## config.mk

```make
export PLATFORM = sky130hd
export DESIGN_NAME = vrot_cell
export DESIGN_NICKNAME = d
export VERILOG_FILES = /design/src/rtl/vrot_pkg.sv /design/src/rtl/vrot_cell.sv
export VERILOG_INCLUDE_DIRS = /design/src /design/src/rtl
export SDC_FILE = /design/constraint.sdc
export NUM_CORES = 1
export LEC_CHECK = 0
export ABC_AREA = 1
export BUFFER_PORTS_ARGS = -buffer_cell sky130_fd_sc_hd__buf_2
export CORE_MARGIN = 2
export CORE_UTILIZATION = 52
export CTS_CLUSTER_DIAMETER = 200
export DETAILED_ROUTE_END_ITERATION = 8
export GPL_TIMING_DRIVEN = 0
export PLACE_DENSITY = 0.85
export REMOVE_ABC_BUFFERS = 1
export SETUP_SLACK_MARGIN = 0.5
export SLEW_MARGIN = 20
export SYNTH_ARGS = -nofsm -noshare
export SYNTH_HDL_FRONTEND = slang
export SYNTH_SLANG_ARGS = --single-unit
```

## constraint.sdc

```tcl
create_clock -name clk -period 12.1 [get_ports clk]
set_clock_uncertainty 0.15 [all_clocks]
set_input_delay 1.21 -clock clk [delete_from_list [all_inputs] [get_ports clk]]
set_output_delay 1.21 -clock clk [all_outputs]
set_load 0.1 [all_outputs]
```

## src/rtl/vec3_axis_rotate_top_macros.svh

```systemverilog
// Assertion macros shared by the vec3_axis_rotate RTL.
// Needs clk and rst_n in the scope where a macro is used.
`ifndef VEC3_AXIS_ROTATE_TOP_MACROS_SVH
`define VEC3_AXIS_ROTATE_TOP_MACROS_SVH

`ifndef SYNTHESIS
`define VROT_ASSERT_SAME(label, ante, cons, msg) \
    label: assert property (@(posedge clk) disable iff (!rst_n) (ante) |-> (cons)) \
        else $error(msg);
`define VROT_ASSERT_NEXT(label, ante, cons, msg) \
    label: assert property (@(posedge clk) disable iff (!rst_n) (ante) |=> (cons)) \
        else $error(msg);
`else
`define VROT_ASSERT_SAME(label, ante, cons, msg)
`define VROT_ASSERT_NEXT(label, ante, cons, msg)
`endif

`endif

```

## src/rtl/vrot_pkg.sv

```systemverilog
// Package for the 3D axis rotation block: sizes, codes, CORDIC angle table.
// No dependencies; used by every module of the block.
package vrot_pkg;

    localparam int CORDIC_STAGES = 16;
    localparam int FRAC_BITS     = 16;
    localparam int TABLE_LEN     = 32;
    localparam int NUM_CELLS     = (CORDIC_STAGES < TABLE_LEN) ? CORDIC_STAGES : TABLE_LEN;

    localparam int DATA_W   = 32;
    localparam int ANGLE_W  = 16;
    localparam int MUL_IN_W = DATA_W + 1;
    localparam int GAIN_W   = FRAC_BITS + 1;
    localparam int PROD_W   = MUL_IN_W + GAIN_W + 1;
    localparam int PAIR_W   = DATA_W + FRAC_BITS + 4;
    localparam int ZACC_W   = DATA_W + 2;
    localparam int STAGE_W  = $clog2(TABLE_LEN);

    localparam logic [63:0] GAIN_Q32    = 64'd2608131496;
    localparam logic [63:0] GAIN_K_FULL =
        (GAIN_Q32 + (64'd1 << (31 - FRAC_BITS))) >> (32 - FRAC_BITS);
    localparam logic [GAIN_W-1:0] GAIN_K = GAIN_K_FULL[GAIN_W-1:0];

    localparam logic [1:0] CMD_ROT_X = 2'd0;
    localparam logic [1:0] CMD_ROT_Y = 2'd1;
    localparam logic [1:0] CMD_ROT_Z = 2'd2;
    localparam logic [1:0] CMD_PASS  = 2'd3;

    typedef struct packed {
        logic [1:0]               cmd;
        logic signed [DATA_W-1:0] x;
        logic signed [DATA_W-1:0] y;
        logic signed [DATA_W-1:0] z;
        logic signed [PAIR_W-1:0] a;
        logic signed [PAIR_W-1:0] b;
        logic signed [ZACC_W-1:0] zacc;
    } vrot_item_t;

    // atan(2^-i) in units of 2^-32 turn
    function automatic logic [31:0] atan_step(input logic [STAGE_W-1:0] idx);
        logic [31:0] r;
        unique case (idx)
            5'd0:  r = 32'd536870912;
            5'd1:  r = 32'd316933406;
            5'd2:  r = 32'd167458907;
            5'd3:  r = 32'd85004756;
            5'd4:  r = 32'd42667331;
            5'd5:  r = 32'd21354465;
            5'd6:  r = 32'd10679838;
            5'd7:  r = 32'd5340245;
            5'd8:  r = 32'd2670163;
            5'd9:  r = 32'd1335087;
            5'd10: r = 32'd667544;
            5'd11: r = 32'd333772;
            5'd12: r = 32'd166886;
            5'd13: r = 32'd83443;
            5'd14: r = 32'd41722;
            5'd15: r = 32'd20861;
            5'd16: r = 32'd10430;
            5'd17: r = 32'd5215;
            5'd18: r = 32'd2608;
            5'd19: r = 32'd1304;
            5'd20: r = 32'd652;
            5'd21: r = 32'd326;
            5'd22: r = 32'd163;
            5'd23: r = 32'd81;
            5'd24: r = 32'd41;
            5'd25: r = 32'd20;
            5'd26: r = 32'd10;
            5'd27: r = 32'd5;
            5'd28: r = 32'd3;
            5'd29: r = 32'd1;
            5'd30: r = 32'd1;
            default: r = 32'd0;
        endcase
        return r;
    endfunction

    function automatic logic signed [PAIR_W-1:0] sext_pair(input logic signed [DATA_W-1:0] v);
        return {{(PAIR_W - DATA_W){v[DATA_W-1]}}, v};
    endfunction

endpackage

```

## src/rtl/vrot_cell.sv

```systemverilog
// One CORDIC micro-rotation cell with its own pipeline register.
// Depends on vrot_pkg and the assertion macro header.
`include "vec3_axis_rotate_top_macros.svh"

module vrot_cell (
    input  logic                          clk,
    input  logic                          rst_n,
    input  logic [vrot_pkg::STAGE_W-1:0]  stage_idx,
    input  vrot_pkg::vrot_item_t          in_item,
    input  logic                          in_valid,
    output logic                          in_ready,
    output vrot_pkg::vrot_item_t          out_item,
    output logic                          out_valid,
    input  logic                          out_ready
);
    import vrot_pkg::*;

    vrot_item_t item_reg, item_next;
    logic       valid_reg;
    logic       en;

    logic signed [PAIR_W-1:0] sa, sb;
    logic signed [ZACC_W-1:0] step;

    assign en       = !valid_reg || out_ready;
    assign in_ready = en;

    always_comb
    begin
        sa   = in_item.a >>> stage_idx;
        sb   = in_item.b >>> stage_idx;
        step = {{(ZACC_W - 32){1'b0}}, atan_step(stage_idx)};
        item_next = in_item;
        // zero steers as positive
        if (!in_item.zacc[ZACC_W-1])
        begin
            item_next.a    = in_item.a - sb;
            item_next.b    = in_item.b + sa;
            item_next.zacc = in_item.zacc - step;
        end
        else
        begin
            item_next.a    = in_item.a + sb;
            item_next.b    = in_item.b - sa;
            item_next.zacc = in_item.zacc + step;
        end
    end

    always_ff @(posedge clk or negedge rst_n)
    begin
        if (!rst_n)
            valid_reg <= 1'b0;
        else if (en)
            valid_reg <= in_valid;
    end

    always_ff @(posedge clk)
    begin
        if (en && in_valid)
            item_reg <= item_next;
    end

    assign out_item  = item_reg;
    assign out_valid = valid_reg;

    // residual angle stays well inside the accumulator
    `VROT_ASSERT_SAME(a_zacc_range, valid_reg,
        item_reg.zacc[ZACC_W-1] == item_reg.zacc[ZACC_W-2], "angle accumulator overflow")

endmodule

```

* Word level (Yosys, flattened, before mapping)
Memory sizes are Yosys's and may differ from the RTL's. Index checks and enable logic that the tools add are counted.
Word-level totals: bits in registers 237, memories 1, logic and storage cells 21, bits in read-only memories 960, input bits 245, output and inout bits 238
Memory list:
- (no name shown) | words 32, bits a word 30, read ports 1, clocked after memory_dff 0, write ports 0, line vrot_pkg.sv:42 | unique case (idx)
Operators by class: shift operators 2, muxes and demuxes 1, add/subtract/negate cells 6, reductions and logical operators 3
Operator list (number):
- $mux W138 | 1
- $add A52 B52 Y52 | 2
- $sshr A52 B5 Y52 | 2
- $sub A52 B52 Y52 | 2
- $add A34 B33 Y34 | 1
- $sub A34 B33 Y34 | 1
- $logic_and A1 B1 Y1 | 1
- $logic_not A1 Y1 | 1
- $logic_or A1 B1 Y1 | 1

* Logic depth before layout (Yosys ltp)
depth in word-level cells 3, depth in mapped cells 37, mapped depth without buffers 36

* Worst setup path after synthesis
OpenSTA, ideal clock, no wires.
path kind input port to flip-flop, from in in_valid, to reg item_reg, in the netlist out_item[0], enable pin, cell stages on the path 2, data required time 11.042 ns, slack -1.531 ns, path buffers 0, library setup time 0.908 ns, arrival 12.573 ns, cell sequence inv_1 a21oi_1
On the way: cells in the longest elaborated chain, start to end 1
Ends and longest elaborated chain:
- start, declared | line vrot_cell.sv:10 | input logic in_valid,
- $logic_and A1 B1 Y1 | line vrot_cell.sv:59 | if (en && in_valid)
- end signal, assigned | line vrot_cell.sv:60 | item_reg <= item_next;
- end, declared | line vrot_cell.sv:18 | vrot_item_t item_reg, item_next;
No other way between the ends. A chain may end at the register's enable or synchronous reset.

==> run metrics <==
Worst Hold Class input pin to async pin; normalized max-slew margin 0.259; hold buffer count at cts 0; P_leak between 0.01 and 0.015 uW; CP Data Arrival Time ~7.6 ns; most common cell after layout, fill and taps aside nand2_1; cell area after layout around 29000 sq um; outcome finished, final reports clean; most frequent cells in the layout 1280 x nand2_1, 674 x nand3_1, 477 x buf_2, 357 x nor2_1, 314 x inv_1; Yosys cell types 53; pin count of the biggest net entering global routing 103; crit share post-route 0.613; Final setup viols 0; worst slew pin tran around 1.1 ns; fill count a little under 5000; Critical Path RT about 12 ns; Mapped Cells between 3000 and 4000; RSZ-0062 raised after global routing no; full die area between 50000 and 60000 sq um; Synth Register Bits ~240; cell area after synthesis between 20000 and 30000 sq um; I/O pin total 483; register area share after synthesis 0.278; Met2 Wirelength ~42 mm; multi-input logic area 16600 sq um; All-Layer GR Usage 0.346; delay of the slowest critical-path stage 0.67 ns; Worst setup EP type flop; first-pass GRT wire length around 140 mm; DRT Wirelength between 90 and 100 mm; synth warn 0; Final Hold Fails 0; CP Cell Sequence buf_4 -> clkinv_4 -> ha_1 -> inv_1 -> nand2_1 -> o21ai_0 -> nand3_1 -> inv_1 -> ha_1 -> inv_1 -> nor3_1 -> nand2_1 -> o21ai_2 -> xor2_1 -> ha_1 -> nand2_1 -> nor2_1 -> nand2_1 -> nor3_1 -> a21oi_1 -> o21ai_0 -> a21o_1 -> a21oi_1 -> xnor2_1; Synth async-reset ratio 0.00422; syn_area_per_cell roughly 6.5 sq um; DR iter-0 viols 3556; PortBufs about 480; Final Net Count around 4700; drt via density around 5.7; vias in the first global route approximately 26000; Clock Sinks 237; total grt overflow 0; Die X approximately 230 microns; final core utilization 0.604; core area 48700 sq um; Remaining DRCs 0; cell mode on critical path nand2_1; Crit Path Class input pin to flop; max-slew violations 0; routability cong. 1.03; CTS Buffer Depth 3; Final ANT Viol Nets 0; top layer in use met5; Worst Setup Start Kind input pin; Clock Latency Late Sink 0.56 ns; PwrDens between 100 and 150 nW/um^2; initial antenna violation count 14; post-CTS setup buffers 0; Die H 226 microns; initial core utilization 0.524; Placed Area 28700 sq um; num rows roughly 80; Clk pin slew, worst setup/hold paths ~0.060 ns; Inserted Clock Buffers 24; routed len/inst approximately 18 microns; slowest CP cell clkinv_4; Peak Freq 135 MHz; Reg area roughly 7100 sq um; layout cells sized above 1 0.133; hold slack 0.259 ns; ys flop type edfxtp_1; CTS resizes 0; HPWL Detailed ~75 mm; crit-path max FO 102; H-tree depth 1; Max-Cap Viols 0; Met3 Routed Length approximately 8.7 mm; DR pass1 iterations 8; vias between 20000 and 30000; CTS tree built; area delta synth->final 15.2%; number of flops mapped to enable cells by yosys 236; Overall Power about 4200 uW; peak supply drop 118 uV; fin crit period between 7 and 8 ns; M1 WL 35.8 mm; Root Buffer clkbuf_16; setup TNS 0 ns
## kinds of logic after synthesis
kind of cell	share of synthesized area
AND/OR/NAND/NOR	0.398
adder cells (fa/ha/maj)	0.0758
buffers and inverters	0.0741
flip-flops	0.278
XOR/XNOR	0.0757
AO/OA/AOI/OAI	0.0977
## sequential cells by signal, indices dropped and copies added (netlist names)
name,cells
out_valid,1
out_item,236
## where the power goes
part / switching [uW] / internal, uW
Clock: 315 / 375
Combinational: 1790 / 568
Sequential: 26.4 / 1080
Total: 2130 / 2020
## synth_stat cells (33+ instances only)
library cell  instances  share of area
a21oi_1             201          0.039
inv_1               314          0.046
ha_1                150          0.073
o21ai_0             132          0.026
nand2_1            1280           0.19
buf_2                40         0.0078
edfxtp_1            236           0.28
clkbuf_1             45         0.0066
nor2_1              359          0.053
xnor2_1              60          0.021
nand3_1             674           0.13
nand4_1              37         0.0091
nor3_1               34         0.0067
a31oi_1              33         0.0081
xor2_1              161          0.055
## final cells by class
cell class	instances	area share
clock buffers	29	0.0218
well taps	664	0.0282
repair buffers	501	0.0999
multi-input cells	3240	0.563
clock inverters	13	0.00225
inverters	328	0.0425
flip-flops and latches	237	0.242
diodes	7	0.000595
## worst paths after layout
path,start,endpoint,slack (ns),cells after the start
min in group clk,out_valid,out_valid,0.45,2
worst min-delay path,rst_n,out_valid,0.26,1
max in group asynchronous,rst_n,out_valid,11.46,1
worst min register to register,out_valid,out_valid,0.45,2
worst max register to register,out_valid,out_item[132],9.26,8
worst max-delay path,stage_idx[1],out_item[27],4.68,24
## critical path, delay by kind of cell
| kind | cells | cell delay (ns) |
|---|---|---|
| buffers and inverters | 5 | 1.33 |
| AOI/OAI and AO/OA | 6 | 1.84 |
| and+or+nand+nor | 8 | 1.64 |
| xor gates and xnor gates | 2 | 0.33 |
| adders and majority gates | 3 | 1.07 |
## stage by stage
stage / setup WS (ns) / cells
floorplan: -1.53 / 3805
global placement: -5.90 / 4951
detailed placement: 4.36 / 4970
CTS: 4.93 / 5012
global route: 4.36 / 5014
finish: 4.68 / 5019
## routing by layer
| layer | track usage | up-vias |
|---|---|---|
| li1 | - | 14000 |
| met1 | 0.435 | 12800 |
| met2 | 0.572 | 1486 |
| met3 | 0.0595 | 257 |
| met4 | 0.174 | 18 |
| met5 | 0 | - |
Power figures use the tool's default switching activity.
