--- src/rtl/vec3_axis_rotate_top_macros.svh ---
// Assertion macros shared by the vec3_axis_rotate RTL.
// Needs clk and rst_n in the scope where a macro is used.
`ifndef VEC3_AXIS_ROTATE_TOP_MACROS_SVH
`define VEC3_AXIS_ROTATE_TOP_MACROS_SVH

`ifndef SYNTHESIS
`define VROT_ASSERT_SAME(label, ante, cons, msg) \
    label: assert property (@(posedge clk) disable iff (!rst_n) (ante) |-> (cons)) \
        else $error(msg);
`define VROT_ASSERT_NEXT(label, ante, cons, msg) \
    label: assert property (@(posedge clk) disable iff (!rst_n) (ante) |=> (cons)) \
        else $error(msg);
`else
`define VROT_ASSERT_SAME(label, ante, cons, msg)
`define VROT_ASSERT_NEXT(label, ante, cons, msg)
`endif

`endif

--- src/rtl/vrot_pkg.sv ---
// Package for the 3D axis rotation block: sizes, codes, CORDIC angle table.
// No dependencies; used by every module of the block.
package vrot_pkg;

    localparam int CORDIC_STAGES = 16;
    localparam int FRAC_BITS     = 16;
    localparam int TABLE_LEN     = 32;
    localparam int NUM_CELLS     = (CORDIC_STAGES < TABLE_LEN) ? CORDIC_STAGES : TABLE_LEN;

    localparam int DATA_W   = 32;
    localparam int ANGLE_W  = 16;
    localparam int MUL_IN_W = DATA_W + 1;
    localparam int GAIN_W   = FRAC_BITS + 1;
    localparam int PROD_W   = MUL_IN_W + GAIN_W + 1;
    localparam int PAIR_W   = DATA_W + FRAC_BITS + 4;
    localparam int ZACC_W   = DATA_W + 2;
    localparam int STAGE_W  = $clog2(TABLE_LEN);

    localparam logic [63:0] GAIN_Q32    = 64'd2608131496;
    localparam logic [63:0] GAIN_K_FULL =
        (GAIN_Q32 + (64'd1 << (31 - FRAC_BITS))) >> (32 - FRAC_BITS);
    localparam logic [GAIN_W-1:0] GAIN_K = GAIN_K_FULL[GAIN_W-1:0];

    localparam logic [1:0] CMD_ROT_X = 2'd0;
    localparam logic [1:0] CMD_ROT_Y = 2'd1;
    localparam logic [1:0] CMD_ROT_Z = 2'd2;
    localparam logic [1:0] CMD_PASS  = 2'd3;

    typedef struct packed {
        logic [1:0]               cmd;
        logic signed [DATA_W-1:0] x;
        logic signed [DATA_W-1:0] y;
        logic signed [DATA_W-1:0] z;
        logic signed [PAIR_W-1:0] a;
        logic signed [PAIR_W-1:0] b;
        logic signed [ZACC_W-1:0] zacc;
    } vrot_item_t;

    // atan(2^-i) in units of 2^-32 turn
    function automatic logic [31:0] atan_step(input logic [STAGE_W-1:0] idx);
        logic [31:0] r;
        unique case (idx)
            5'd0:  r = 32'd536870912;
            5'd1:  r = 32'd316933406;
            5'd2:  r = 32'd167458907;
            5'd3:  r = 32'd85004756;
            5'd4:  r = 32'd42667331;
            5'd5:  r = 32'd21354465;
            5'd6:  r = 32'd10679838;
            5'd7:  r = 32'd5340245;
            5'd8:  r = 32'd2670163;
            5'd9:  r = 32'd1335087;
            5'd10: r = 32'd667544;
            5'd11: r = 32'd333772;
            5'd12: r = 32'd166886;
            5'd13: r = 32'd83443;
            5'd14: r = 32'd41722;
            5'd15: r = 32'd20861;
            5'd16: r = 32'd10430;
            5'd17: r = 32'd5215;
            5'd18: r = 32'd2608;
            5'd19: r = 32'd1304;
            5'd20: r = 32'd652;
            5'd21: r = 32'd326;
            5'd22: r = 32'd163;
            5'd23: r = 32'd81;
            5'd24: r = 32'd41;
            5'd25: r = 32'd20;
            5'd26: r = 32'd10;
            5'd27: r = 32'd5;
            5'd28: r = 32'd3;
            5'd29: r = 32'd1;
            5'd30: r = 32'd1;
            default: r = 32'd0;
        endcase
        return r;
    endfunction

    function automatic logic signed [PAIR_W-1:0] sext_pair(input logic signed [DATA_W-1:0] v);
        return {{(PAIR_W - DATA_W){v[DATA_W-1]}}, v};
    endfunction

endpackage

--- src/rtl/vrot_if.sv ---
// Valid/ready channel interfaces for point items in and rotated items out.
// No dependencies.
interface vrot_in_if;
    logic               valid;
    logic               ready;
    logic [1:0]         cmd;
    logic signed [31:0] coord_x;
    logic signed [31:0] coord_y;
    logic signed [31:0] coord_z;
    logic [15:0]        rotate_angle;

    modport source (output valid, cmd, coord_x, coord_y, coord_z, rotate_angle, input ready);
    modport sink   (input valid, cmd, coord_x, coord_y, coord_z, rotate_angle, output ready);
endinterface


--- src/rtl/vrot_prep.sv ---
// Front of the rotation pipe: pair select, half-turn pre-rotation, gain scaling.
// Depends on vrot_pkg and vrot_in_if.
module vrot_prep (
    input  logic                clk,
    input  logic                rst_n,
    vrot_in_if.sink             in_ch,
    output vrot_pkg::vrot_item_t item,
    output logic                item_valid,
    input  logic                item_ready
);
    import vrot_pkg::*;

    vrot_item_t sel_reg, sel_next;
    logic       sel_valid_reg;
    vrot_item_t scl_reg, scl_next;
    logic       scl_valid_reg;
    logic       en_sel, en_scl;

    logic                       flip;
    logic signed [PAIR_W-1:0]   pa, pb;
    logic [31:0]                acc;
    logic signed [PROD_W-1:0]   prod_a, prod_b;

    assign en_scl      = !scl_valid_reg || item_ready;
    assign en_sel      = !sel_valid_reg || en_scl;
    assign in_ch.ready = en_sel;

    always_comb
    begin
        flip = (in_ch.rotate_angle[15:14] == 2'd1) || (in_ch.rotate_angle[15:14] == 2'd2);
        unique case (in_ch.cmd)
            CMD_ROT_X:
            begin
                pa = sext_pair(in_ch.coord_y);
                pb = sext_pair(in_ch.coord_z);
            end
            CMD_ROT_Y:
            begin
                pa = sext_pair(in_ch.coord_x);
                pb = sext_pair(in_ch.coord_z);
            end
            default:
            begin
                pa = sext_pair(in_ch.coord_x);
                pb = sext_pair(in_ch.coord_y);
            end
        endcase
        // half turn added to the accumulator flips its top bit
        acc = {in_ch.rotate_angle[15] ^ flip, in_ch.rotate_angle[14:0], 16'd0};

        sel_next.cmd  = in_ch.cmd;
        sel_next.x    = in_ch.coord_x;
        sel_next.y    = in_ch.coord_y;
        sel_next.z    = in_ch.coord_z;
        sel_next.a    = flip ? -pa : pa;
        sel_next.b    = flip ? -pb : pb;
        sel_next.zacc = {{(ZACC_W - 32){acc[31]}}, acc};
    end

    always_comb
    begin
        prod_a = $signed(sel_reg.a[MUL_IN_W-1:0]) * $signed({1'b0, GAIN_K});
        prod_b = $signed(sel_reg.b[MUL_IN_W-1:0]) * $signed({1'b0, GAIN_K});
        scl_next   = sel_reg;
        scl_next.a = {{(PAIR_W - PROD_W){prod_a[PROD_W-1]}}, prod_a};
        scl_next.b = {{(PAIR_W - PROD_W){prod_b[PROD_W-1]}}, prod_b};
    end

    always_ff @(posedge clk or negedge rst_n)
    begin
        if (!rst_n)
        begin
            sel_valid_reg <= 1'b0;
            scl_valid_reg <= 1'b0;
        end
        else
        begin
            if (en_sel)
                sel_valid_reg <= in_ch.valid;
            if (en_scl)
                scl_valid_reg <= sel_valid_reg;
        end
    end

    always_ff @(posedge clk)
    begin
        if (en_sel && in_ch.valid)
            sel_reg <= sel_next;
        if (en_scl && sel_valid_reg)
            scl_reg <= scl_next;
    end

    assign item       = scl_reg;
    assign item_valid = scl_valid_reg;

endmodule

--- src/flat_wrapper.sv ---
// flat-port wrapper written by rule: the top's interface ports become plain ports
module vrot_prep_flat import vrot_pkg::*;
  (clk, rst_n, item, item_valid, item_ready, in_ch_valid, in_ch_cmd, in_ch_coord_x, in_ch_coord_y, in_ch_coord_z, in_ch_rotate_angle, in_ch_ready);
  vrot_in_if in_ch_i ();
  input  logic clk;
  input  logic rst_n;
  output vrot_pkg::vrot_item_t item;
  output logic item_valid;
  input  logic item_ready;
  input wire logic [$bits(in_ch_i.valid)-1:0] in_ch_valid;
  input wire logic [$bits(in_ch_i.cmd)-1:0] in_ch_cmd;
  input wire logic [$bits(in_ch_i.coord_x)-1:0] in_ch_coord_x;
  input wire logic [$bits(in_ch_i.coord_y)-1:0] in_ch_coord_y;
  input wire logic [$bits(in_ch_i.coord_z)-1:0] in_ch_coord_z;
  input wire logic [$bits(in_ch_i.rotate_angle)-1:0] in_ch_rotate_angle;
  output wire logic [$bits(in_ch_i.ready)-1:0] in_ch_ready;
  assign in_ch_i.valid = in_ch_valid;
  assign in_ch_i.cmd = in_ch_cmd;
  assign in_ch_i.coord_x = in_ch_coord_x;
  assign in_ch_i.coord_y = in_ch_coord_y;
  assign in_ch_i.coord_z = in_ch_coord_z;
  assign in_ch_i.rotate_angle = in_ch_rotate_angle;
  assign in_ch_ready = in_ch_i.ready;
  vrot_prep u_core (.clk(clk), .rst_n(rst_n), .in_ch(in_ch_i), .item(item), .item_valid(item_valid), .item_ready(item_ready));
endmodule
--- config.mk ---
export PLATFORM = sky130hd
export DESIGN_NAME = vrot_prep_flat
export DESIGN_NICKNAME = d
export VERILOG_FILES = /design/src/rtl/vec3_axis_rotate_top_macros.svh /design/src/rtl/vrot_pkg.sv /design/src/rtl/vrot_if.sv /design/src/rtl/vrot_prep.sv /design/src/flat_wrapper.sv
export SDC_FILE = /design/constraint.sdc
export NUM_CORES = 2
export LEC_CHECK = 0
export BUFFER_PORTS_ARGS = -buffer_cell sky130_fd_sc_hd__buf_2
export CAP_MARGIN = 5
export CORE_ASPECT_RATIO = 0.75
export CORE_UTILIZATION = 55
export CTS_CLUSTER_DIAMETER = 80
export DETAILED_ROUTE_END_ITERATION = 8
export GPL_TIMING_DRIVEN = 1
export PLACE_DENSITY_LB_ADDON = 0.08
export SYNTH_ARGS = -nofsm -noshare
export SYNTH_HDL_FRONTEND = slang
export SYNTH_SLANG_ARGS = --single-unit
--- constraint.sdc ---
create_clock -name clk -period 7.75 [get_ports clk]
set_clock_uncertainty 0.1 [all_clocks]
set_input_delay 0.775 -clock clk [delete_from_list [all_inputs] [get_ports clk]]
set_output_delay 0.775 -clock clk [all_outputs]
set_load 0.01 [all_outputs]
* After elaboration in Yosys (flattened, before gate mapping)
Index checks and enable logic that the tools add are counted.
Operators by class: add/subtract/negate cells 2, reductions and logical operators 9, bitwise operators 1, mux-type cells 4, equal/unequal tests 3, multipliers 2
Operators with widths (number):
- two-way mux 33 bit | 4
- multiplier 33 x 17 -> 50 bit (second input constant) | 2
- negation 33 bit | 2
- equality test 2 x 1 -> 1 bit (second input constant) | 2
- logical OR 1 bit | 3
- equality test 2 bit (second input constant) | 1
- logical AND 1 bit | 2
- zero test 1 bit | 2
- zero test 2 bit | 1
- OR reduction 2 bit | 1
- bitwise XOR 1 bit | 1
Word-level totals: output and inout bits 238, word-level logic and storage cells 37, input port bits 118, flip-flop bits (word level) 396

* Logic depth before layout (Yosys ltp)
word-level depth 5, depth in mapped cells 23, mapped depth without buffers 22

* Worst setup path before layout
Ideal clock, no wire load.
kind input to register, start point input item_ready, end point register u_core.scl_reg, in the netlist u_core.item[100], enable pin, stages 2, required time 7.049 ns, path buffers 0, setup slack 1.309 ns, arrival 5.740 ns, library setup time 0.601 ns, path through nand2b_1 -> and2_1
Between the ends: cells in the longest elaborated chain, start to end 2
Ends and longest elaborated chain:
- start: declaration | RTL line flat_wrapper.sv:9 | input logic item_ready;
- logical OR 1 bit | RTL line vrot_prep.sv:24 | assign en_scl = !scl_valid_reg || item_ready;
- logical AND 1 bit | RTL line vrot_prep.sv:89 | if (en_scl && sel_valid_reg)
- end signal: assignment | RTL line vrot_prep.sv:90 | scl_reg <= scl_next;
- end: declaration | RTL line vrot_prep.sv:15 | vrot_item_t scl_reg, scl_next;
No other way between the ends. A chain may end at the register's enable or synchronous reset.

* Worst setup path after layout
start point register u_core.sel_reg[94] (netlist name), end point register u_core.scl_reg, in the netlist u_core.item[130], data pin
Between the ends: cells in the longest elaborated chain, start to end 1
Ends and longest elaborated chain:
- start: declaration | RTL line vrot_prep.sv:13 | vrot_item_t sel_reg, sel_next;
- start signal: assignment | RTL line vrot_prep.sv:88 | sel_reg <= sel_next;
- multiplier 33 x 17 -> 50 bit | RTL line vrot_prep.sv:62 | prod_a = $signed(sel_reg.a[MUL_IN_W-1:0]) * $signed({1'b0, GAIN_K});
- net u_core.prod_a[44] | RTL line vrot_prep.sv:22 | logic signed [PROD_W-1:0] prod_a, prod_b;
The timed path passes the listed nets, and every way through them passes these cells.

==> impl_metrics.csv <==
group,metric,value,unit
grt,grt_max_degree,125,
worst_setup_path,worstSetupPathType,"flip-flop to flip-flop",
timing,slew_headroom,22.1,%
yosys,synth_seq_cells,396,
finish,final_common_cell,"inv_1",
grt,track_usage,27.0,%
worst_hold_path,min_path_type,"input pin to flip-flop",
floorplan,die_h,227,um
timing,min_period_over_period,85.6,%
run,cap_violations,0,
yosys,synthAdderAreaFrac,42.1,%
finish,syn2layout_area_growth,10.9,%
finish,drive_gt1_share,13.1,%
timing,setup_tns,0,ns
finish,final_nets,4579,
yosys,synthSimpleGateAreaFrac,4.44,%
drt,totalWireLength,89900,um
grt,grt_pass1_vias,24200,
timing,period_needed,6.64,ns
drt,wire_per_inst,20.3,um
drt,post-route-drc-count,0,
yosys,async_flop_share,0.505,%
clocking,cts_buffers,42,
yosys,synthMuxAreaShare,1.78,%
floorplan,fp-row-count,82,
floorplan,coreArea,0.0669,sq mm
worst_setup_path,reg2reg_depth,20,
worst_setup_path,cp.arrival,6.95,ns
finish,final_cells,4428,
worst_setup_path,cp-end-kind,"flip-flop",
placement,gp_congestion,0.918,
worst_setup_path,cp.required,8.06,ns
yosys,syn_inst,3175,
clocking,cts_setup_buffers,0,
timing,tightest_slew,1.17,ns
drt,drtAntennaViolNets,0,
clocking,cts_max_level,2,
finish,largest_reg_flops,214,
status,status,"complete, no violations",
placement,dpl.hpwl,75900,um
clocking,hold_buffers,1,
placement,dp_cells,4350,
yosys,synth_top_family_by_area,"adder cells",
timing,hold_viol,0,
worst_setup_path,r2r_end,"u_core.item[130]",
worst_setup_path,crit_path_start_kind,"flip-flop",
grt,overflow,0,
drt,vias,23500,
placement,place.port_buffers,339,
clocking,cts_buffer_depth,3,
worst_setup_path,ff2ff_setup_slack,1.11,ns
yosys,syn_area,0.0373,sq mm
clocking,ctsResizeCount,0,
clocking,clock_latency,0.58,ns
timing,max_freq,0.151,GHz
yosys,synth_edf_count,394,
yosys,synth_xor_area_share,3.46,%
yosys,netlist.area_leader.share,31.8,%
yosys,synth_ff_type,"edfxtp_1",
floorplan,fp.dieW,303,um
yosys,yosys-top-cells-area,"edfxtp_1 (32%), fa_1 (27%), ha_1 (15%), inv_1 (8.6%), xnor2_1 (1.9%)",
timing,rsz0062_at_grt,"false",
yosys,avgSynthCellArea,11.7,sq um
finish,fin_util,61.8,%
floorplan,start_util,55.7,%
worst_hold_path,holdPathEnd,"u_core.scl_next[23]",
clocking,cts_root_buf,"clkbuf_16",
timing,slew_viol_final,0,
floorplan,dieArea,0.0688,sq mm
drt,route.detailed.vias_per_inst,5.31,
clocking,cts_tree,"done",
worst_hold_path,hold_start,"in_ch_rotate_angle[7]",
worst_hold_path,min_path_cells,1,
clocking,path_clk_slew,0.07,ns
worst_setup_path,crit_path_max_fanout,7,
floorplan,ios,356,
grt,grt_pass1_wl,139000,um
yosys,seq_area_frac_synth,31.9,%
yosys,synth_compound_area_share,6.76,%
drt,drtIter0Drc,1395,
finish,fillers,5479,
yosys,yosys.area.top_type,"edfxtp_1",
worst_setup_path,timing.rr.start,"u_core.sel_reg[94]",
yosys,ys.warnings.count,0,
timing,setup_viol,0,
drt,dr.pass1.iters,5,
finish,mostFrequentLayoutCells,"inv_1 (849), fa_1 (509), ha_1 (439)",
yosys,ys_types,88,
clocking,cts_sinks,396,
grt,antenna_found_initial,11,
[Yosys cell counts (14+ instances only)]
cell,number
a21o_1,54
nor3_1,41
inv_1,849
o21ai_0,67
clkbuf_1,31
a21oi_1,118
nor2_1,72
nand3_1,23
nand2b_1,14
nand4_1,16
buf_4,24
xor2_1,67
nand2_1,73
edfxtp_1,394
xnor2_1,80
ha_1,439
fa_1,509
mux2i_1,57
[worst max path at each step]
stage | from | endpoint | slack (ns)
floorplan | item_ready | u_core.item[100] | 1.31
global placement | u_core.sel_reg[94] | u_core.item[130] | 1.31
detailed placement | u_core.sel_reg[41] | u_core.item[83] | 1.19
CTS | u_core.sel_reg[41] | u_core.item[83] | 1.18
global route | u_core.sel_reg[96] | u_core.item[129] | 0.82
finish | u_core.sel_reg[94] | u_core.item[130] | 1.11
[critical path, cell delays in order (launching register included)]
cell	delay, ns
edfxtp_1	0.56
ha_1	0.44
inv_1	0.07
fa_1	0.46
fa_1	0.52
inv_1	0.06
fa_1	0.50
fa_1	0.49
inv_1	0.05
fa_1	0.47
inv_1	0.04
ha_1	0.37
a21oi_1	0.18
o21ai_0	0.10
a221oi_1	0.33
o31ai_2	0.18
a41oi_1	0.51
o21ba_2	0.28
o21a_2	0.26
o21ai_0	0.20
a311oi_1	0.30
[through the flow]
step                instance area (sq um)  hold slack, ns  worst slack, ns
detailed placement                  39900           0.305             1.19
global placement                    39900           0.300             1.31
finish                              41300           0.260             1.11
global route                        41300           0.231            0.820
floorplan                           37300           0.300             1.31
CTS                                 41300           0.219             1.18
[area by class of cell]
cell class,instances,area [sq um],area share [%]
multi-input cells,1875,21900,53.0
flip-flops and latches,396,11900,28.8
inverters,849,3190,7.71
repair buffers,349,1790,4.33
clock buffers,51,1150,2.78
well taps,882,1100,2.67
clock inverters,25,305,0.739
diodes,1,2.50,0.00606
[logic make-up (layout without fill, tap and decap cells)]
| group | Yosys count | in the layout |
|---|---|---|
| fa+ha+maj | 948 | 948 |
| buf+inv | 919 | 1274 |
| flops | 396 | 396 |
| compound gates | 382 | 382 |
| simple gates | 317 | 317 |
| xor+xnor | 147 | 147 |
| mux | 65 | 65 |
| other cells | 1 | 17 |
[per-layer routing]
metal  vias to the layer above  GRT usage (%)  routed length, um
met3                        92           5.11               6210
li1                      10900              -                  -
met2                       712           42.2              41000
met4                         6           5.27               1520
met1                     11800           39.5              41100
met5                         -              0                 39
Power is left out: the tool's default activity adds up to more than one toggle a clock period on the data nets, which glitch-free logic cannot reach.
