==> src/rtl/vec3_axis_rotate_top_macros.svh <==
// Assertion macros shared by the vec3_axis_rotate RTL.
// Needs clk and rst_n in the scope where a macro is used.
`ifndef VEC3_AXIS_ROTATE_TOP_MACROS_SVH
`define VEC3_AXIS_ROTATE_TOP_MACROS_SVH

`ifndef SYNTHESIS
`define VROT_ASSERT_SAME(label, ante, cons, msg) \
    label: assert property (@(posedge clk) disable iff (!rst_n) (ante) |-> (cons)) \
        else $error(msg);
`define VROT_ASSERT_NEXT(label, ante, cons, msg) \
    label: assert property (@(posedge clk) disable iff (!rst_n) (ante) |=> (cons)) \
        else $error(msg);
`else
`define VROT_ASSERT_SAME(label, ante, cons, msg)
`define VROT_ASSERT_NEXT(label, ante, cons, msg)
`endif

`endif

==> src/rtl/vrot_pkg.sv <==
// Package for the 3D axis rotation block: sizes, codes, CORDIC angle table.
// No dependencies; used by every module of the block.
package vrot_pkg;

    localparam int CORDIC_STAGES = 16;
    localparam int FRAC_BITS     = 16;
    localparam int TABLE_LEN     = 32;
    localparam int NUM_CELLS     = (CORDIC_STAGES < TABLE_LEN) ? CORDIC_STAGES : TABLE_LEN;

    localparam int DATA_W   = 32;
    localparam int ANGLE_W  = 16;
    localparam int MUL_IN_W = DATA_W + 1;
    localparam int GAIN_W   = FRAC_BITS + 1;
    localparam int PROD_W   = MUL_IN_W + GAIN_W + 1;
    localparam int PAIR_W   = DATA_W + FRAC_BITS + 4;
    localparam int ZACC_W   = DATA_W + 2;
    localparam int STAGE_W  = $clog2(TABLE_LEN);

    localparam logic [63:0] GAIN_Q32    = 64'd2608131496;
    localparam logic [63:0] GAIN_K_FULL =
        (GAIN_Q32 + (64'd1 << (31 - FRAC_BITS))) >> (32 - FRAC_BITS);
    localparam logic [GAIN_W-1:0] GAIN_K = GAIN_K_FULL[GAIN_W-1:0];

    localparam logic [1:0] CMD_ROT_X = 2'd0;
    localparam logic [1:0] CMD_ROT_Y = 2'd1;
    localparam logic [1:0] CMD_ROT_Z = 2'd2;
    localparam logic [1:0] CMD_PASS  = 2'd3;

    typedef struct packed {
        logic [1:0]               cmd;
        logic signed [DATA_W-1:0] x;
        logic signed [DATA_W-1:0] y;
        logic signed [DATA_W-1:0] z;
        logic signed [PAIR_W-1:0] a;
        logic signed [PAIR_W-1:0] b;
        logic signed [ZACC_W-1:0] zacc;
    } vrot_item_t;

    // atan(2^-i) in units of 2^-32 turn
    function automatic logic [31:0] atan_step(input logic [STAGE_W-1:0] idx);
        logic [31:0] r;
        unique case (idx)
            5'd0:  r = 32'd536870912;
            5'd1:  r = 32'd316933406;
            5'd2:  r = 32'd167458907;
            5'd3:  r = 32'd85004756;
            5'd4:  r = 32'd42667331;
            5'd5:  r = 32'd21354465;
            5'd6:  r = 32'd10679838;
            5'd7:  r = 32'd5340245;
            5'd8:  r = 32'd2670163;
            5'd9:  r = 32'd1335087;
            5'd10: r = 32'd667544;
            5'd11: r = 32'd333772;
            5'd12: r = 32'd166886;
            5'd13: r = 32'd83443;
            5'd14: r = 32'd41722;
            5'd15: r = 32'd20861;
            5'd16: r = 32'd10430;
            5'd17: r = 32'd5215;
            5'd18: r = 32'd2608;
            5'd19: r = 32'd1304;
            5'd20: r = 32'd652;
            5'd21: r = 32'd326;
            5'd22: r = 32'd163;
            5'd23: r = 32'd81;
            5'd24: r = 32'd41;
            5'd25: r = 32'd20;
            5'd26: r = 32'd10;
            5'd27: r = 32'd5;
            5'd28: r = 32'd3;
            5'd29: r = 32'd1;
            5'd30: r = 32'd1;
            default: r = 32'd0;
        endcase
        return r;
    endfunction

    function automatic logic signed [PAIR_W-1:0] sext_pair(input logic signed [DATA_W-1:0] v);
        return {{(PAIR_W - DATA_W){v[DATA_W-1]}}, v};
    endfunction

endpackage

==> src/rtl/vrot_if.sv <==


interface vrot_out_if;
    logic               valid;
    logic               ready;
    logic signed [31:0] out_x;
    logic signed [31:0] out_y;
    logic signed [31:0] out_z;
    logic               clipped;

    modport source (output valid, out_x, out_y, out_z, clipped, input ready);
    modport sink   (input valid, out_x, out_y, out_z, clipped, output ready);
endinterface

==> src/rtl/vrot_post.sv <==
// Back of the rotation pipe: rounding, saturation and the output register.
// Depends on vrot_pkg, vrot_out_if and the assertion macro header.
`include "vec3_axis_rotate_top_macros.svh"

module vrot_post (
    input  logic                 clk,
    input  logic                 rst_n,
    input  vrot_pkg::vrot_item_t item,
    input  logic                 item_valid,
    output logic                 item_ready,
    vrot_out_if.source           out_ch
);
    import vrot_pkg::*;

    logic                     valid_reg;
    logic signed [DATA_W-1:0] x_reg, x_next;
    logic signed [DATA_W-1:0] y_reg, y_next;
    logic signed [DATA_W-1:0] z_reg, z_next;
    logic                     clip_reg, clip_next;
    logic                     en, load;

    logic signed [DATA_W-1:0] ra, rb;
    logic                     ca, cb;

    localparam logic signed [PAIR_W-1:0] SAT_HI = sext_pair(32'sh7FFF_FFFF);
    localparam logic signed [PAIR_W-1:0] SAT_LO = sext_pair(32'sh8000_0000);

    function automatic logic signed [DATA_W-1:0] round_sat(
        input  logic signed [PAIR_W-1:0] v,
        output logic                     clip
    );
        logic signed [PAIR_W-1:0] r;
        logic signed [DATA_W-1:0] res;
        r = (v + (PAIR_W'(1) <<< (FRAC_BITS - 1))) >>> FRAC_BITS;
        if (r > SAT_HI)
        begin
            res  = SAT_HI[DATA_W-1:0];
            clip = 1'b1;
        end
        else if (r < SAT_LO)
        begin
            res  = SAT_LO[DATA_W-1:0];
            clip = 1'b1;
        end
        else
        begin
            res  = r[DATA_W-1:0];
            clip = 1'b0;
        end
        return res;
    endfunction

    assign en         = !valid_reg || out_ch.ready;
    assign item_ready = en;
    assign load       = en && item_valid;

    always_comb
    begin
        ra = round_sat(item.a, ca);
        rb = round_sat(item.b, cb);
        x_next    = item.x;
        y_next    = item.y;
        z_next    = item.z;
        clip_next = 1'b0;
        unique case (item.cmd)
            CMD_ROT_X:
            begin
                y_next    = ra;
                z_next    = rb;
                clip_next = ca | cb;
            end
            CMD_ROT_Y:
            begin
                x_next    = ra;
                z_next    = rb;
                clip_next = ca | cb;
            end
            CMD_ROT_Z:
            begin
                x_next    = ra;
                y_next    = rb;
                clip_next = ca | cb;
            end
            CMD_PASS:
            begin
                clip_next = 1'b0;
            end
        endcase
    end

    always_ff @(posedge clk or negedge rst_n)
    begin
        if (!rst_n)
            valid_reg <= 1'b0;
        else if (en)
            valid_reg <= item_valid;
    end

    always_ff @(posedge clk)
    begin
        if (load)
        begin
            x_reg    <= x_next;
            y_reg    <= y_next;
            z_reg    <= z_next;
            clip_reg <= clip_next;
        end
    end

    assign out_ch.valid   = valid_reg;
    assign out_ch.out_x   = x_reg;
    assign out_ch.out_y   = y_reg;
    assign out_ch.out_z   = z_reg;
    assign out_ch.clipped = clip_reg;

    `VROT_ASSERT_NEXT(a_pass_exact, load && (item.cmd == CMD_PASS),
        !out_ch.clipped && (out_ch.out_x == $past(item.x)) && (out_ch.out_z == $past(item.z)),
        "pass-through item altered")
    `VROT_ASSERT_NEXT(a_x_axis_keeps_x, load && (item.cmd == CMD_ROT_X),
        out_ch.out_x == $past(item.x), "x changed by rotation about X")
    `VROT_ASSERT_NEXT(a_z_axis_keeps_z, load && (item.cmd == CMD_ROT_Z),
        out_ch.out_z == $past(item.z), "z changed by rotation about Z")

endmodule
==> src/flat_wrapper.sv <==
// flat-port wrapper written by rule: the top's interface ports become plain ports
module vrot_post_flat import vrot_pkg::*;
  (clk, rst_n, item, item_valid, item_ready, out_ch_valid, out_ch_out_x, out_ch_out_y, out_ch_out_z, out_ch_clipped, out_ch_ready);
  vrot_out_if out_ch_i ();
  input  logic clk;
  input  logic rst_n;
  input  vrot_pkg::vrot_item_t item;
  input  logic item_valid;
  output logic item_ready;
  output wire logic [$bits(out_ch_i.valid)-1:0] out_ch_valid;
  output wire logic [$bits(out_ch_i.out_x)-1:0] out_ch_out_x;
  output wire logic [$bits(out_ch_i.out_y)-1:0] out_ch_out_y;
  output wire logic [$bits(out_ch_i.out_z)-1:0] out_ch_out_z;
  output wire logic [$bits(out_ch_i.clipped)-1:0] out_ch_clipped;
  input wire logic [$bits(out_ch_i.ready)-1:0] out_ch_ready;
  assign out_ch_valid = out_ch_i.valid;
  assign out_ch_out_x = out_ch_i.out_x;
  assign out_ch_out_y = out_ch_i.out_y;
  assign out_ch_out_z = out_ch_i.out_z;
  assign out_ch_clipped = out_ch_i.clipped;
  assign out_ch_i.ready = out_ch_ready;
  vrot_post u_core (.clk(clk), .rst_n(rst_n), .item(item), .item_valid(item_valid), .item_ready(item_ready), .out_ch(out_ch_i));
endmodule
==> config.mk <==
export PLATFORM = sky130hd
export DESIGN_NAME = vrot_post_flat
export DESIGN_NICKNAME = d
export VERILOG_FILES = /design/src/rtl/vrot_pkg.sv /design/src/rtl/vrot_if.sv /design/src/rtl/vrot_post.sv /design/src/flat_wrapper.sv
export VERILOG_INCLUDE_DIRS = /design/src /design/src/rtl
export SDC_FILE = /design/constraint.sdc
export NUM_CORES = 1
export LEC_CHECK = 0
export BUFFER_PORTS_ARGS = -buffer_cell sky130_fd_sc_hd__clkbuf_2
export CAP_MARGIN = 5
export CORE_UTILIZATION = 40
export DETAILED_ROUTE_END_ITERATION = 7
export PLACE_DENSITY = 0.69
export SLEW_MARGIN = 5
export SYNTH_ARGS = -nofsm -noshare
export SYNTH_HDL_FRONTEND = slang
export SYNTH_SLANG_ARGS = --single-unit
==> constraint.sdc <==
create_clock -name clk -period 4.1 [get_ports clk]
set_input_delay 0 -clock clk [delete_from_list [all_inputs] [get_ports clk]]
set_output_delay 0 -clock clk [all_outputs]
set_load 0.05 [all_outputs]
[Yosys cells after proc, flatten, opt, wreduce, memory -nomap -nowiden]
Cells that the tools add are included.
Word-level totals
  bits in registers: 98
  word-level logic and storage cells: 34
  input port bits: 240
Operators by class
  reductions and logical operators: 7
  bitwise operators: 1
  $lt $le $gt $ge: 4
  muxes and demuxes: 12
  $add $sub $neg: 2
  equal/unequal tests: 3
Operator list (number)
  two-way mux 32 bit: 6
  adder 52 x 17 -> 52 bit (second input constant): 2
  > comparator 36 x 32 -> 1 bit (second input constant): 2
  < comparator 36 x 32 -> 1 bit (second input constant): 2
  one-hot mux 32 bit (2 select lines): 1
  == test 2 bit (second input constant): 2
  two-way mux 1 bit: 4
  OR reduction 2 bit: 2
  OR reduction 3 bit: 1
  == test 2 x 1 -> 1 bit (second input constant): 1
  zero test 2 bit: 1
  one-hot mux 1 bit (2 select lines): 1
  logical AND 1 bit: 1
  zero test 1 bit: 1
  logical OR 1 bit: 1
  OR 1 bit: 1

[Logic depth before layout (Yosys ltp)]
  depth after elaboration: 6
  gate-level depth with buffers: 11
  mapped depth without buffers: 8

[Worst setup path after synthesis]
No wires, ideal clock.
  path type: register to register
  from: register u_core.valid_reg, in the netlist u_core.out_ch.valid
  to: register u_core.clip_reg, in the netlist u_core.out_ch.clipped, enable pin
  required time: 3.634 ns
  arrival time: 3.387 ns
  library setup time: 0.466 ns
  buffers on the path: 0
  stages on the path, launching flop included: 3
  path slack: 0.246 ns
  path through: dfrtp_1 > nand2b_1 > and2_1
Between the ends
  longest elaborated chain between the ends: 3
Ends and longest elaborated chain
  start: declaration: line vrot_post.sv:15  | logic valid_reg;
  start signal: assignment: line vrot_post.sv:96  | valid_reg <= item_valid;
  zero test 1 bit: line vrot_post.sv:53  | assign en = !valid_reg || out_ch.ready;
  logical OR 1 bit: line vrot_post.sv:53
  via item_ready: line flat_wrapper.sv:9  | output logic item_ready;
  logical AND 1 bit: line vrot_post.sv:55  | assign load = en && item_valid;
  via u_core.load: line vrot_post.sv:20  | logic en, load;
  end signal: assignment: line vrot_post.sv:106  | clip_reg <= clip_next;
  end: declaration: line vrot_post.sv:19  | logic clip_reg, clip_next;
The timed path passes the listed nets, and every way through them passes these cells.
A chain may end at the register's enable or synchronous reset.

[Worst setup path after layout]
  from: input item[101] in the netlist's numbering
  to: register u_core.y_reg[3], in the netlist u_core.out_ch.out_y[3] (data pin)
Between the ends
  longest elaborated chain between the ends: 5
Ends and longest elaborated chain
  start: declaration: line flat_wrapper.sv:7  | input vrot_pkg::vrot_item_t item;
  adder 52 x 17 -> 52 bit (*): line vrot_post.sv:34  | r = (v + (PAIR_W'(1) <<< (FRAC_BITS - 1))) >>> FRAC_BITS;
  < comparator 36 x 32 -> 1 bit: line vrot_post.sv:40  | else if (r < SAT_LO)
  two-way mux 32 bit: line vrot_post.sv:40
  two-way mux 32 bit (*): line vrot_post.sv:35  | if (r > SAT_HI)
  one-hot mux 32 bit (2 select lines) (*): line vrot_post.sv:65  | unique case (item.cmd)
  via u_core.y_next[3]: line vrot_post.sv:17  | logic signed [DATA_W-1:0] y_reg, y_next;
  end signal: assignment: line vrot_post.sv:104  | y_reg <= y_next;
  end: declaration: line vrot_post.sv:17
The timed path passes the listed nets; every way through them passes the cells marked *.

==> reports/results.md <==
- 24.9% — worst-case headroom to the max-slew limit
- 18.2 µm — wire length per cell
- register — Critical Path Sink Type
- 98 — CTS sink cnt
- 0.0171 mm² — total die area
- 0 — count of synthesis-stage warnings from yosys
- 1.12 ns — slew of the pin with the lowest slew margin
- 38.4% — growth of design area from synthesis to finish
- 2.89 ns — worst endpoint data arrival time
- 4.14 ns — worst endpoint required time
- 69.6% — post-route clock period utilization
- 97 — Post-synth EDFFs
- 31.7% — fraction of final layout cells sized beyond drive strength 1
- 0.81 ns — stage delay of the slowest cell on the critical path
- 0.234 mV — peak supply drop
- 1.02% — proportion of register bits with asynchronous set or reset after synthesis
- 98 — Yosys reg bits
- 0 — count of maximum capacitance violations
- 0.00533 ns — setup skew after layout
- 546 — violation count after the first detailed-routing iteration
- item[101] — CP startpoint
- sky130_fd_sc_hd__edfxtp_1 (44%), sky130_fd_sc_hd__xnor2_1 (5.8%), sky130_fd_sc_hd__a21oi_1 (5.6%) — ranking of synthesized cells by area
- item[189] — beginning of the worst hold path
- u_core.out_ch.valid — reg-to-reg critical path startpoint
- 0.07 ns — clock-pin slew reported for the worst setup and hold paths after clock tree synthesis
- 955 — Syn Nets
- sky130_fd_sc_hd__edfxtp_1 — cell type with the highest aggregate area in the netlist
- false — RSZ-0062 raised after global routing
- 2.85 ns — crit path time final
- 5.40 — via-per-instance ratio
- 131 µm — die height
- input port to register — Setup Crit Path Kind
- 351 MHz — Achievable Freq
- 3 — H-tree depth
- 0.00662 mm² — mapped cell area
- finished clean — run status
- 1163 — placed insts
- 22700 µm — post-detailed-routing wire length
- 0.34 ns — Clk Latency, worst-skew pair
- 9.33 µm² — mean instance size in the synthesized netlist
- 0 — total overflow reported by the global router
- 9 — Num CTS Buffers
- 0.00294 W — power consumption
- 44.0% — top-area cell type share of the netlist area
- input port to register — worst hold path type
- 131 µm — die span in x
- 0.0160 mm² — Core Box Area
- 1509 — fill count
- 16900 µm — Post-DP HPWL
- 6409 — via count of the first global-routing pass
- 33800 µm — global-route wire length before repair
- 0 — setup bufs post-CTS
- 56 — library cells used by synthesis
- 1 — antenna violations before repair
- 46 — row cnt
- 0 ns — final sum of negative setup slack
- 80 — largest net degree at the start of global routing
- 2 — maximum clock path buffer count
- 339 — Top-Level Pins
- 41.4% — starting density of the core
- sky130_fd_sc_hd__edfxtp_1 — Top FF cell, synth
- 0.894 — final RePlAce weighted congestion
- sky130_fd_sc_hd__nand3_1 — library cell appearing most often on the critical path
- 57.2% — post-layout util
- 0 — antenna-violating nets left
- 7 — detailed-router iteration count before antenna repair
- 274 — total of buffers placed on input and output ports
- 44.4% — sequential cell area fraction in the yosys report
- 1276 — net count reported at finish
- sky130_fd_sc_hd__nand2_1 — critical-path cell with the highest stage delay
- 321 mW/mm² — power per cell area
- clkbuf_2 > ha_1 > nand4_1 > nor4_1 > nand3_1 > xnor2_2 > buf_4 > a21oi_2 > nand2_1 > nand3_1 — worst path cell trace
- 0.0118 ns — worst hold margin
- 3.71 nW — Static Leak
- 1.99 ns — worst-case register-to-register setup slack
- built — CTS tree
- 6766 — via count
- sky130_fd_sc_hd__clkbuf_16 — clock tree root driver cell
- 1252 — Post-Layout Cell Count
- 31 — critical path peak fanout
- 0 — number of remaining DRC errors
- 709 — gate count of the mapped netlist
- input port — Worst Setup Start Kind
- 0 — final slew viol count
- 0 — setup violation total in the final timing report
- 0 — number of failing hold endpoints at the final stage
- 26.4% — all-layer global routing usage
## final cells by class
cell class / instances / area (µm²) / share of cell area (%)
multi-input combinational: 551 / 3440 / 37.6
sequential: 98 / 2940 / 32.1
antenna: 1 / 2.50 / 0.0273
inverter: 11 / 41.3 / 0.451
clock inverter: 2 / 12.5 / 0.137
timing repair buffer: 359 / 2190 / 23.9
clock buffer: 14 / 264 / 2.88
tap: 216 / 270 / 2.95
## logic make-up (layout without fill, tap and decap cells)
family / after synthesis / in the layout / synth area share, %
AND/OR/NAND/NOR: 317 / 317 / 25.0
AO/OA/AOI/OAI: 162 / 162 / 16.4
flip-flops: 98 / 98 / 44.4
XOR/XNOR: 64 / 64 / 8.47
buffers and inverters: 60 / 386 / 4.27
adder cells (fa/ha/maj): 6 / 6 / 1.13
multiplexers: 2 / 2 / 0.321
other: 0 / 1 / 0
## report_power, final
part	internal, W	switching (W)
Sequential	0.00121	0.0000213
Clock	0.000445	0.000368
Combinational	0.000288	0.000609
Total	0.00194	0.000997
## synth_stat cells, types with 4 or more instances
master / count
sky130_fd_sc_hd__or4_1: 4
sky130_fd_sc_hd__buf_6: 6
sky130_fd_sc_hd__ha_1: 6
sky130_fd_sc_hd__nand4_1: 24
sky130_fd_sc_hd__and4_1: 8
sky130_fd_sc_hd__a221oi_1: 16
sky130_fd_sc_hd__nor2_1: 79
sky130_fd_sc_hd__nor3_1: 16
sky130_fd_sc_hd__a211oi_1: 7
sky130_fd_sc_hd__a21oi_1: 74
sky130_fd_sc_hd__buf_2: 10
sky130_fd_sc_hd__nand2b_1: 7
sky130_fd_sc_hd__nor4_1: 14
sky130_fd_sc_hd__xnor2_1: 44
sky130_fd_sc_hd__a222oi_1: 9
sky130_fd_sc_hd__or2_2: 5
sky130_fd_sc_hd__and3_1: 10
sky130_fd_sc_hd__a221oi_2: 5
sky130_fd_sc_hd__nor4b_1: 4
sky130_fd_sc_hd__clkbuf_1: 31
sky130_fd_sc_hd__a31oi_1: 33
sky130_fd_sc_hd__nand2_1: 64
sky130_fd_sc_hd__xor2_1: 20
sky130_fd_sc_hd__nand3_1: 64
sky130_fd_sc_hd__edfxtp_1: 97
sky130_fd_sc_hd__inv_1: 11
## cells in the final DEF (no fill, tap or decap), types with 8 or more instances in the layout
cell type                       instances
sky130_fd_sc_hd__clkbuf_2             274
sky130_fd_sc_hd__edfxtp_1              97
sky130_fd_sc_hd__nor2_1                78
sky130_fd_sc_hd__a21oi_1               72
sky130_fd_sc_hd__dlygate4sd3_1         72
sky130_fd_sc_hd__nand3_1               64
sky130_fd_sc_hd__nand2_1               64
sky130_fd_sc_hd__xnor2_1               43
sky130_fd_sc_hd__a31oi_1               33
sky130_fd_sc_hd__nand4_1               24
sky130_fd_sc_hd__xor2_1                20
sky130_fd_sc_hd__nor3_1                16
sky130_fd_sc_hd__a221oi_1              16
sky130_fd_sc_hd__nor4_1                14
sky130_fd_sc_hd__buf_4                 13
sky130_fd_sc_hd__inv_1                 11
sky130_fd_sc_hd__and3_1                10
sky130_fd_sc_hd__a222oi_1               9
sky130_fd_sc_hd__clkbuf_16              9
sky130_fd_sc_hd__and4_1                 8
## worst max-delay path: cells and delay by family
| kind | cells | cell delay (ns) |
|---|---|---|
| and+or+nand+nor | 5 | 1.73 |
| AOI/OAI and AO/OA | 1 | 0.05 |
| adders and majority gates | 1 | 0.22 |
| xor gates and xnor gates | 1 | 0.49 |
| buffers and inverters | 2 | 0.40 |
## through the flow
step | setup WS [ns] | instance area, µm²
final | 1.25 | 9160
after global routing | 0.935 | 9160
after CTS | 1.29 | 9160
after detailed placement | 0.927 | 8160
after global placement | 0.999 | 8160
after floorplan | 0.246 | 6620
## per-layer routing
metal	share of wire, %	GRT usage [%]
met1	43	34.4
met2	47	43.4
met3	6.6	4.93
met4	2.8	10.4
met5	0	0
## final timing paths
kind,end,cells after the start
hold reg to reg,u_core.out_ch.valid,3
min in group asynchronous,u_core.out_ch.valid,3
max in group asynchronous,u_core.out_ch.valid,3
setup / recovery,u_core.out_ch.out_y[3],10
hold / removal,u_core.out_ch.out_y[19],3
setup reg to reg,u_core.out_ch.out_y[6],3
## timing repair
| action | in CTS | in global routing |
|---|---|---|
| hold buffers | 72 | 0 |
| hold endpoints to repair | 70 | 0 |
| resized for setup | 0 | 0 |
Power figures use the tool's default switching activity.
